[config.mk]
export PLATFORM = sky130hd
export DESIGN_NAME = string_to_integer_parser_top_flat
export DESIGN_NICKNAME = d
export VERILOG_FILES = /design/src/stip_pkg.sv /design/src/stip_if.sv /design/src/string_to_integer_parser_top.sv /design/src/flat_wrapper.sv
export SDC_FILE = /design/constraint.sdc
export NUM_CORES = 1
export LEC_CHECK = 0
export BUFFER_PORTS_ARGS = -buffer_cell sky130_fd_sc_hd__buf_2
export CAP_MARGIN = 15
export CORE_MARGIN = 10
export CORE_UTILIZATION = 47
export CTS_CLUSTER_DIAMETER = 50
export DETAILED_ROUTE_END_ITERATION = 8
export GPL_TIMING_DRIVEN = 0
export PLACE_DENSITY = 0.74
export SYNTH_ARGS = -nofsm -noshare
export SYNTH_HDL_FRONTEND = slang
export SYNTH_SLANG_ARGS = --single-unit
[constraint.sdc]
create_clock -name i_clk -period 17.7 [get_ports i_clk]
set_input_delay 1.77 -clock i_clk [delete_from_list [all_inputs] [get_ports i_clk]]
set_output_delay 1.77 -clock i_clk [all_outputs]
set_load 0.01 [all_outputs]
[src/stip_pkg.sv]
package stip_pkg;

    localparam int CHAR_W          = 8;
    localparam int VALUE_W         = 64;
    localparam int END_OFFSET_W    = 16;
    localparam int BASE_W          = 6;
    localparam int APB_DATA_W      = 32;
    localparam int APB_ADDR_W      = 3;
    localparam int OFFSET_BITS_DEF = 16;

    localparam logic [BASE_W-1:0] BASE_RESET = 6'd10;
    localparam logic [BASE_W-1:0] BASE_AUTO  = 6'd0;
    localparam logic [BASE_W-1:0] BASE_ONE   = 6'd1;
    localparam logic [BASE_W-1:0] BASE_MAX   = 6'd36;
    localparam logic [BASE_W-1:0] BASE_OCT   = 6'd8;
    localparam logic [BASE_W-1:0] BASE_DEC   = 6'd10;
    localparam logic [BASE_W-1:0] BASE_HEX   = 6'd16;
    localparam logic [BASE_W-1:0] NO_DIGIT   = 6'd36;

    localparam logic [CHAR_W-1:0] CH_SPACE = 8'h20;
    localparam logic [CHAR_W-1:0] CH_TAB   = 8'h09;
    localparam logic [CHAR_W-1:0] CH_LF    = 8'h0a;
    localparam logic [CHAR_W-1:0] CH_MINUS = 8'h2d;
    localparam logic [CHAR_W-1:0] CH_PLUS  = 8'h2b;
    localparam logic [CHAR_W-1:0] CH_ZERO  = 8'h30;
    localparam logic [CHAR_W-1:0] CH_NINE  = 8'h39;
    localparam logic [CHAR_W-1:0] CH_LO_A  = 8'h61;
    localparam logic [CHAR_W-1:0] CH_LO_Z  = 8'h7a;
    localparam logic [CHAR_W-1:0] CH_UP_A  = 8'h41;
    localparam logic [CHAR_W-1:0] CH_UP_Z  = 8'h5a;
    localparam logic [CHAR_W-1:0] CH_LO_X  = 8'h78;
    localparam logic [CHAR_W-1:0] CH_UP_X  = 8'h58;

    localparam logic [APB_ADDR_W-1:0] REG_NUMBER_BASE = 3'd0;

    function automatic logic [BASE_W-1:0] f_digit(input logic [CHAR_W-1:0] c);
        logic [CHAR_W-1:0] v;
        v = c;
        if (v inside {[CH_ZERO:CH_NINE]}) begin
            return BASE_W'(v - CH_ZERO);
        end else if (v inside {[CH_LO_A:CH_LO_Z]}) begin
            return BASE_W'(v - CH_LO_A) + BASE_DEC;
        end else if (v inside {[CH_UP_A:CH_UP_Z]}) begin
            return BASE_W'(v - CH_UP_A) + BASE_DEC;
        end
        return NO_DIGIT;
    endfunction

endpackage

[src/stip_if.sv]
interface stip_char_if;
    logic                            valid;
    logic                            ready;
    logic [stip_pkg::CHAR_W-1:0]     char_code;
    logic                            start_req;

    modport source (output valid, output char_code, output start_req, input ready);
    modport sink   (input valid, input char_code, input start_req, output ready);
endinterface

interface stip_res_if;
    logic                                  valid;
    logic                                  ready;
    logic signed [stip_pkg::VALUE_W-1:0]   value;
    logic [stip_pkg::END_OFFSET_W-1:0]     end_offset;

    modport source (output valid, output value, output end_offset, input ready);
    modport sink   (input valid, input value, input end_offset, output ready);
endinterface

[src/string_to_integer_parser_top.sv]
// The item that ends the parse is held in r_char, then the parse step loads r_value.
// Throughput: one item per cycle; the per-item step is one 64x6 multiply-add.
// Only the output register stalling (o_res.ready low with a result held) slows intake.
// Reset (i_rst_n low, synchronous) empties both stages, idles the parser
// and sets number_base to 10.
module string_to_integer_parser_top #(
    parameter int OFFSET_BITS = stip_pkg::OFFSET_BITS_DEF
) (
    input  logic                                i_clk,
    input  logic                                i_rst_n,
    stip_char_if.sink                           i_char,
    stip_res_if.source                          o_res,
    input  logic                                psel,
    input  logic                                penable,
    input  logic                                pwrite,
    input  logic [stip_pkg::APB_ADDR_W-1:0]     paddr,
    input  logic [stip_pkg::APB_DATA_W-1:0]     pwdata,
    output logic [stip_pkg::APB_DATA_W-1:0]     prdata,
    output logic                                pready
);

    typedef enum logic [5:0] {
        PH_IDLE   = 6'b000001,
        PH_LEAD   = 6'b000010,
        PH_PREFIX = 6'b000100,
        PH_ZERO   = 6'b001000,
        PH_XSEEN  = 6'b010000,
        PH_DIGITS = 6'b100000
    } t_phase;

    function automatic logic [OFFSET_BITS-1:0] f_sat_add(
        input logic [OFFSET_BITS-1:0] a,
        input logic [1:0]             n
    );
        logic [OFFSET_BITS:0] s;
        s = {1'b0, a} + (OFFSET_BITS+1)'(n);
        return s[OFFSET_BITS] ? '1 : s[OFFSET_BITS-1:0];
    endfunction

    logic [stip_pkg::BASE_W-1:0]       r_number_base;
    logic                              r_in_valid;
    logic [stip_pkg::CHAR_W-1:0]       r_char;
    logic                              r_start;
    t_phase                            r_phase;
    logic [stip_pkg::BASE_W-1:0]       r_base;
    logic                              r_neg;
    logic [stip_pkg::VALUE_W-1:0]      r_acc;
    logic [OFFSET_BITS-1:0]            r_cnt;
    logic                              r_out_valid;
    logic [stip_pkg::VALUE_W-1:0]      r_value;
    logic [stip_pkg::END_OFFSET_W-1:0] r_end_offset;

    t_phase                            n_phase;
    logic [stip_pkg::BASE_W-1:0]       n_base;
    logic                              n_neg;
    logic [stip_pkg::VALUE_W-1:0]      n_acc;
    logic [OFFSET_BITS-1:0]            n_cnt;
    logic                              n_emit;
    logic [stip_pkg::VALUE_W-1:0]      n_value;
    logic [OFFSET_BITS-1:0]            n_end_cnt;

    logic                              step;
    logic                              cfg_wr;
    logic                              done;
    logic [stip_pkg::BASE_W-1:0]       dig;

    assign step        = r_in_valid && (!r_out_valid || o_res.ready);
    assign i_char.ready = !r_in_valid || step;
    assign o_res.valid  = r_out_valid;
    assign o_res.value  = r_value;
    assign o_res.end_offset = r_end_offset;

    assign cfg_wr = psel && penable && pwrite && (paddr[2] == stip_pkg::REG_NUMBER_BASE[2]);
    assign pready = 1'b1;
    assign prdata = (paddr[2] == stip_pkg::REG_NUMBER_BASE[2]) ?
                    stip_pkg::APB_DATA_W'(r_number_base) : '0;

    always_comb begin
        n_phase   = r_phase;
        n_base    = r_base;
        n_neg     = r_neg;
        n_acc     = r_acc;
        n_cnt     = r_cnt;
        n_emit    = 1'b0;
        n_value   = '0;
        n_end_cnt = '0;
        done      = 1'b0;
        dig       = stip_pkg::f_digit(r_char);

        if (r_start) begin
            n_base  = r_number_base;
            n_neg   = 1'b0;
            n_acc   = '0;
            n_cnt   = '0;
            n_phase = PH_LEAD;
            if (n_base == stip_pkg::BASE_ONE || n_base > stip_pkg::BASE_MAX) begin
                n_emit  = 1'b1;
                n_phase = PH_IDLE;
                done    = 1'b1;
            end
        end

        if (!done && n_phase == PH_LEAD) begin
            if (r_char == stip_pkg::CH_SPACE || r_char == stip_pkg::CH_TAB ||
                r_char == stip_pkg::CH_LF) begin
                n_cnt = f_sat_add(n_cnt, 2'd1);
                done  = 1'b1;
            end else begin
                n_phase = PH_PREFIX;
                if (r_char == stip_pkg::CH_MINUS || r_char == stip_pkg::CH_PLUS) begin
                    n_neg = (r_char == stip_pkg::CH_MINUS);
                    n_cnt = f_sat_add(n_cnt, 2'd1);
                    done  = 1'b1;
                end
            end
        end

        if (!done && n_phase == PH_PREFIX) begin
            done = 1'b1;
            if (r_char == stip_pkg::CH_ZERO &&
                (n_base == stip_pkg::BASE_AUTO || n_base == stip_pkg::BASE_HEX)) begin
                n_acc   = '0;
                n_cnt   = f_sat_add(n_cnt, 2'd1);
                n_phase = PH_ZERO;
            end else begin
                if (n_base == stip_pkg::BASE_AUTO) begin
                    n_base = stip_pkg::BASE_DEC;
                end
                if (dig >= n_base) begin
                    n_emit  = 1'b1;
                    n_phase = PH_IDLE;
                end else begin
                    n_acc   = stip_pkg::VALUE_W'(dig);
                    n_cnt   = f_sat_add(n_cnt, 2'd1);
                    n_phase = PH_DIGITS;
                end
            end
        end

        if (!done && n_phase == PH_ZERO) begin
            if (r_char == stip_pkg::CH_LO_X || r_char == stip_pkg::CH_UP_X) begin
                n_base  = stip_pkg::BASE_HEX;
                n_phase = PH_XSEEN;
                done    = 1'b1;
            end else begin
                if (n_base == stip_pkg::BASE_AUTO) begin
                    n_base = stip_pkg::BASE_OCT;
                end
                n_phase = PH_DIGITS;
            end
        end

        if (!done && n_phase == PH_XSEEN) begin
            done = 1'b1;
            if (dig >= stip_pkg::BASE_HEX) begin
                n_emit    = 1'b1;
                n_end_cnt = n_cnt;
                n_phase   = PH_IDLE;
            end else begin
                n_acc   = stip_pkg::VALUE_W'(dig);
                n_cnt   = f_sat_add(n_cnt, 2'd2);
                n_phase = PH_DIGITS;
            end
        end

        if (!done && n_phase == PH_DIGITS) begin
            if (dig >= n_base) begin
                n_emit    = 1'b1;
                n_value   = n_neg ? (stip_pkg::VALUE_W'(0) - n_acc) : n_acc;
                n_end_cnt = n_cnt;
                n_phase   = PH_IDLE;
            end else begin
                n_acc = stip_pkg::VALUE_W'(n_acc * stip_pkg::VALUE_W'(n_base)) +
                        stip_pkg::VALUE_W'(dig);
                n_cnt = f_sat_add(n_cnt, 2'd1);
            end
        end
    end

    always_ff @(posedge i_clk) begin
        if (!i_rst_n) begin
            r_number_base <= stip_pkg::BASE_RESET;
        end else if (cfg_wr) begin
            r_number_base <= pwdata[stip_pkg::BASE_W-1:0];
        end
    end

    always_ff @(posedge i_clk) begin
        if (!i_rst_n) begin
            r_in_valid <= 1'b0;
        end else if (i_char.ready) begin
            r_in_valid <= i_char.valid;
        end
    end

    always_ff @(posedge i_clk) begin
        if (i_char.valid && i_char.ready) begin
            r_char  <= i_char.char_code;
            r_start <= i_char.start_req;
        end
    end

    always_ff @(posedge i_clk) begin
        if (!i_rst_n) begin
            r_phase <= PH_IDLE;
            r_base  <= '0;
            r_neg   <= 1'b0;
            r_acc   <= '0;
            r_cnt   <= '0;
        end else if (step) begin
            r_phase <= n_phase;
            r_base  <= n_base;
            r_neg   <= n_neg;
            r_acc   <= n_acc;
            r_cnt   <= n_cnt;
        end
    end

    always_ff @(posedge i_clk) begin
        if (!i_rst_n) begin
            r_out_valid <= 1'b0;
        end else if (step && n_emit) begin
            r_out_valid <= 1'b1;
        end else if (o_res.ready) begin
            r_out_valid <= 1'b0;
        end
    end

    always_ff @(posedge i_clk) begin
        if (step && n_emit) begin
            r_value      <= n_value;
            r_end_offset <= stip_pkg::END_OFFSET_W'(n_end_cnt);
        end
    end

endmodule
[src/flat_wrapper.sv]
// flat-port wrapper written by rule: the top's interface ports become plain ports
module string_to_integer_parser_top_flat 
#(
    parameter int OFFSET_BITS = stip_pkg::OFFSET_BITS_DEF
)
  (i_clk, i_rst_n, psel, penable, pwrite, paddr, pwdata, prdata, pready, i_char_valid, i_char_char_code, i_char_start_req, i_char_ready, o_res_valid, o_res_value, o_res_end_offset, o_res_ready);
  stip_char_if i_char_i ();
  stip_res_if o_res_i ();
  input  logic i_clk;
  input  logic i_rst_n;
  input  logic psel;
  input  logic penable;
  input  logic pwrite;
  input  logic [stip_pkg::APB_ADDR_W-1:0] paddr;
  input  logic [stip_pkg::APB_DATA_W-1:0] pwdata;
  output logic [stip_pkg::APB_DATA_W-1:0] prdata;
  output logic pready;
  input wire logic [$bits(i_char_i.valid)-1:0] i_char_valid;
  input wire logic [$bits(i_char_i.char_code)-1:0] i_char_char_code;
  input wire logic [$bits(i_char_i.start_req)-1:0] i_char_start_req;
  output wire logic [$bits(i_char_i.ready)-1:0] i_char_ready;
  output wire logic [$bits(o_res_i.valid)-1:0] o_res_valid;
  output wire logic [$bits(o_res_i.value)-1:0] o_res_value;
  output wire logic [$bits(o_res_i.end_offset)-1:0] o_res_end_offset;
  input wire logic [$bits(o_res_i.ready)-1:0] o_res_ready;
  assign i_char_i.valid = i_char_valid;
  assign i_char_i.char_code = i_char_char_code;
  assign i_char_i.start_req = i_char_start_req;
  assign i_char_ready = i_char_i.ready;
  assign o_res_valid = o_res_i.valid;
  assign o_res_value = o_res_i.value;
  assign o_res_end_offset = o_res_i.end_offset;
  assign o_res_i.ready = o_res_ready;
  string_to_integer_parser_top #(.OFFSET_BITS(OFFSET_BITS)) u_core (.i_clk(i_clk), .i_rst_n(i_rst_n), .i_char(i_char_i), .o_res(o_res_i), .psel(psel), .penable(penable), .pwrite(pwrite), .paddr(paddr), .pwdata(pwdata), .prdata(prdata), .pready(pready));
endmodule
==> metrics.md <==
| Metric | Value |
|---|---|
| CP dominant cell by count | clkbuf_1 |
| GRT met1 Usage | 33.0% |
| Adder-cell share of the synthesized area | 27.6% |
| Gr ovfl total | 0 |
| Met2 Track Usage GR | 43.3% |
| Cells after Synth | 2789 |
| Clk_lat worst skew | 0.52 ns |
| RR Endpoint | u_core.r_acc[60] |
| GRT Overall Usage | 27.2% |
| Hold_sp | u_core.r_phase[5] |
| Synth cell types | 110 |
| # Post-CTS Setup Buffers | 0 |
| Crit path arrival time | 13.85 ns |
| Std-Cell Rows | 83 |
| Post-synth top area cell | fa_1 |
| Ys Warns | 0 |
| Slew @ Worst Pin | 1.20 ns |
| Pleak | 12.6 nW |
| Die span in x | 248 um |
| Final ANT Viol Nets | 0 |
| Sequential Power Share | 45.6% |
| CP max FO | 10 |
| Most common cell in the netlist | fa_1 |
| Slew headroom | 19.8% |
| Tmin final | 13.46 ns |
| Ys async rst share | 0% |
| Gr busiest metal | met2 |
| EDFF count, synth | 89 |
| Num ports | 166 |
| Area share of the largest cell type after synthesis | 19.7% |
| Setup TNS | 0 ns |
| Final wirelength | 83200 um |
| Clk slew on worst S/H paths | 0.08 ns |
| Cts repair resizes | 0 |
| Reg2reg path depth | 39 |
| Die ar. | 0.0613 sq mm |
| RSZ-0062 raised after global routing | false |
| Post-synth top flop | dfxtp_1 |
| #FFs+latches synth | 190 |
| Post-synthesis mux area share | 1.84% |
| IO Port Bufs | 109 |
| Starting Density | 47.5% |
| Mapped cell area | 0.0244 sq mm |
| H-Tree Depth | 4 |
| Max-cap violations | 0 |
| Final instance area | 0.0265 sq mm |
| Hold endpoint | u_core.r_phase[5] |
| First-pass GRT wire length | 130000 um |
| Seq/Total Area, Yosys | 19.3% |
| Switching Share | 32.4% |
| Drt pass-1 iters | 9 |
| Final Hold Fails | 0 |
| Initial antenna violation count | 1 |
| Reg2reg setup slack | 4.24 ns |
| Number of global-route vias before repair | 22900 |
| Placed Area | 0.0259 sq mm |
| Final Skew | 0.0127 ns |
| Final cell count without fillers | 3641 |
| Compound-Gate Fraction of Synth Area | 17.6% |
| Sw power | 0.000335 W |
| Min-Delay Path Depth | 2 |
| Post-Route Utilization | 51.7% |
| Maximum clock rate | 0.0743 GHz |
| Failing checks | design-rule violations |
| Crit start category | flip-flop |
| Post-Synth Simple-Gate Area | 24.7% |
| Largest family of logic cells by synthesized area | adder cells |
| Required @ worst endpoint | 18.08 ns |
| Final net count | 3391 |
| Largest net degree at the start of global routing | 27 |
| Core ar. | 0.0513 sq mm |
| Placed cells | 3608 |
| DR vias | 22800 |
| Critical path's slowest cell | a311oi_1 |
| Global Route met3 Usage | 6.78% |
| Vias/cell | 6.25 |
| Clock Path Buffers | 2 |
| Synth cell count leaders | 240 x fa_1, 239 x nor2_1, 214 x nand2_1 |
| Synth Area in XOR/XNOR | 3.77% |
| Combinational share of power | 16.2% |
| HPWL after DPL | 65200 um |
| Status | finished with violations |
| Final total power | 0.00104 W |
| Final worst-path cycle share | 76.1% |
| Hold buffers post-CTS | 0 |
| Area growth from synthesis to layout | 8.84% |
| CTS buffer count | 17 |
| Root buffer cell | clkbuf_16 |
| CTS tree | built |
| Syn Area/Cell | 8.73 sq um |
| Die Ht | 248 um |
| RR Startpoint | u_core.r_start |
| Power Internal | 0.000700 W |
| Pwr dens | 39.1 mW/mm^2 |
| Share of cells above drive strength 1 | 8.78% |
| Diodes inserted | 0 |
| Worst Hold Class | reg -> reg |
| Max VDD drop | 0.0582 mV |
| Fillers | 4788 |
| Final Max Slew Viols | 0 |
| CP max stage delay | 0.94 ns |
| Top post-synthesis cells by area | fa_1 20%, edfxtp_1 11%, dfxtp_1 8.3% |
| CTS Sinks | 190 |
| RePlAce Congestion | 0.990 |
| Endpoint class of the critical path | flip-flop |
| Avg WL per Cell | 22.8 um |
| DRC viols | 13 |
| DRT iter0 DRCs | 2150 |
| Clock power share | 38.2% |
| Kind of critical path | reg -> reg |
| Final setup viols | 0 |
## critical path, delay by kind of cell (launching register included)
family | cells | cell delay, ns
AOI/OAI and AO/OA | 17 | 6.11
xor gates and xnor gates | 1 | 0.21
buffers and inverters | 11 | 3.03
adders and majority gates | 6 | 2.56
and+or+nand+nor | 3 | 0.48
DFF | 1 | 0.51
muxes | 1 | 0.41
## layout by cell type (no fill, tap or decap), drive strengths merged, types with 38 or more instances in the layout
cell type,count
a21oi,153
nor3,65
clkbuf,184
xor2,38
nor2b,72
o21ai,135
a21o,63
a22oi,44
fa,240
inv,99
buf,158
ha,152
nor2,240
and2,169
xnor2,66
dfxtp,101
and3,166
nand3,38
edfxtp,89
nand2,215
## worst max-delay path by stage
| stage | startpoint | to | cells past startpoint | slack [ns] |
|---|---|---|---|---|
| final | u_core.r_start | u_core.r_acc[60] | 39 | 4.24 |
| after global routing | u_core.r_start | u_core.r_acc[56] | 39 | 3.58 |
| after CTS | u_core.r_start | u_core.r_acc[56] | 39 | 4.59 |
| after detailed placement | u_core.r_start | u_core.r_acc[56] | 39 | 4.66 |
| after global placement | u_core.r_start | u_core.r_acc[63] | 37 | 4.34 |
| after floorplan | u_core.r_char[0] | u_core.r_acc[56] | 43 | 7.69 |
## final cells by class
class	instances	area, sq um	share of cell area (%)
tap	680	851	3.21
sequential	190	4690	17.7
buffer	209	922	3.48
clock buffer	18	439	1.66
multi-input combinational	2324	18500	69.8
inverter	91	342	1.29
clock inverter	14	123	0.462
timing repair buffer	115	633	2.39
## routing by layer
| layer | vias to the layer above | wire (um) |
|---|---|---|
| li1 | 10100 | - |
| met1 | 11200 | 32400 |
| met2 | 1206 | 38400 |
| met3 | 266 | 7430 |
| met4 | 2 | 4980 |
| met5 | - | 13 |
## sequential cells by signal, indices dropped and copies added, names as in the netlist
| register | cells |
|---|---|
| u_core.r_char | 8 |
| u_core.o_res.end_offset | 16 |
| u_core.r_cnt | 16 |
| u_core.o_res.value | 64 |
| u_core.r_base | 6 |
| u_core.o_res.valid | 1 |
| u_core.r_start | 1 |
| u_core.r_phase | 6 |
| u_core.r_acc | 64 |
| u_core.r_neg | 1 |
| u_core.r_number_base | 6 |
| u_core.r_in_valid | 1 |
## power groups by stage
stage / clock network, W / logic [W] / registers [W]
2_1_floorplan: 0 / 0.000105 / 0.000480
3_3_place_gp: 0 / 0.000157 / 0.000484
3_5_place_dp: 0 / 0.000161 / 0.000482
4_1_cts: 0.000400 / 0.000162 / 0.000472
5_1_grt: 0.000416 / 0.000179 / 0.000473
6_report: 0.000395 / 0.000168 / 0.000472
## metrics by stage
step,setup slack [ns],hold slack [ns]
final,4.24,0.521
after floorplan,7.69,0.463
after global placement,4.34,0.488
after global routing,3.58,0.541
after detailed placement,4.66,0.504
after CTS,4.59,0.517
## kinds of logic (layout without fill, tap and decap cells)
| family | count (synthesis) | count (layout) |
|---|---|---|
| xor gates and xnor gates | 104 | 104 |
| other | 2 | 27 |
| buffers and inverters | 300 | 447 |
| AOI/OAI and AO/OA | 637 | 637 |
| muxes | 44 | 44 |
| and+or+nand+nor | 1119 | 1119 |
| adders and majority gates | 393 | 393 |
| DFF | 190 | 190 |
No activity file was read; power rests on OpenSTA's default activity.
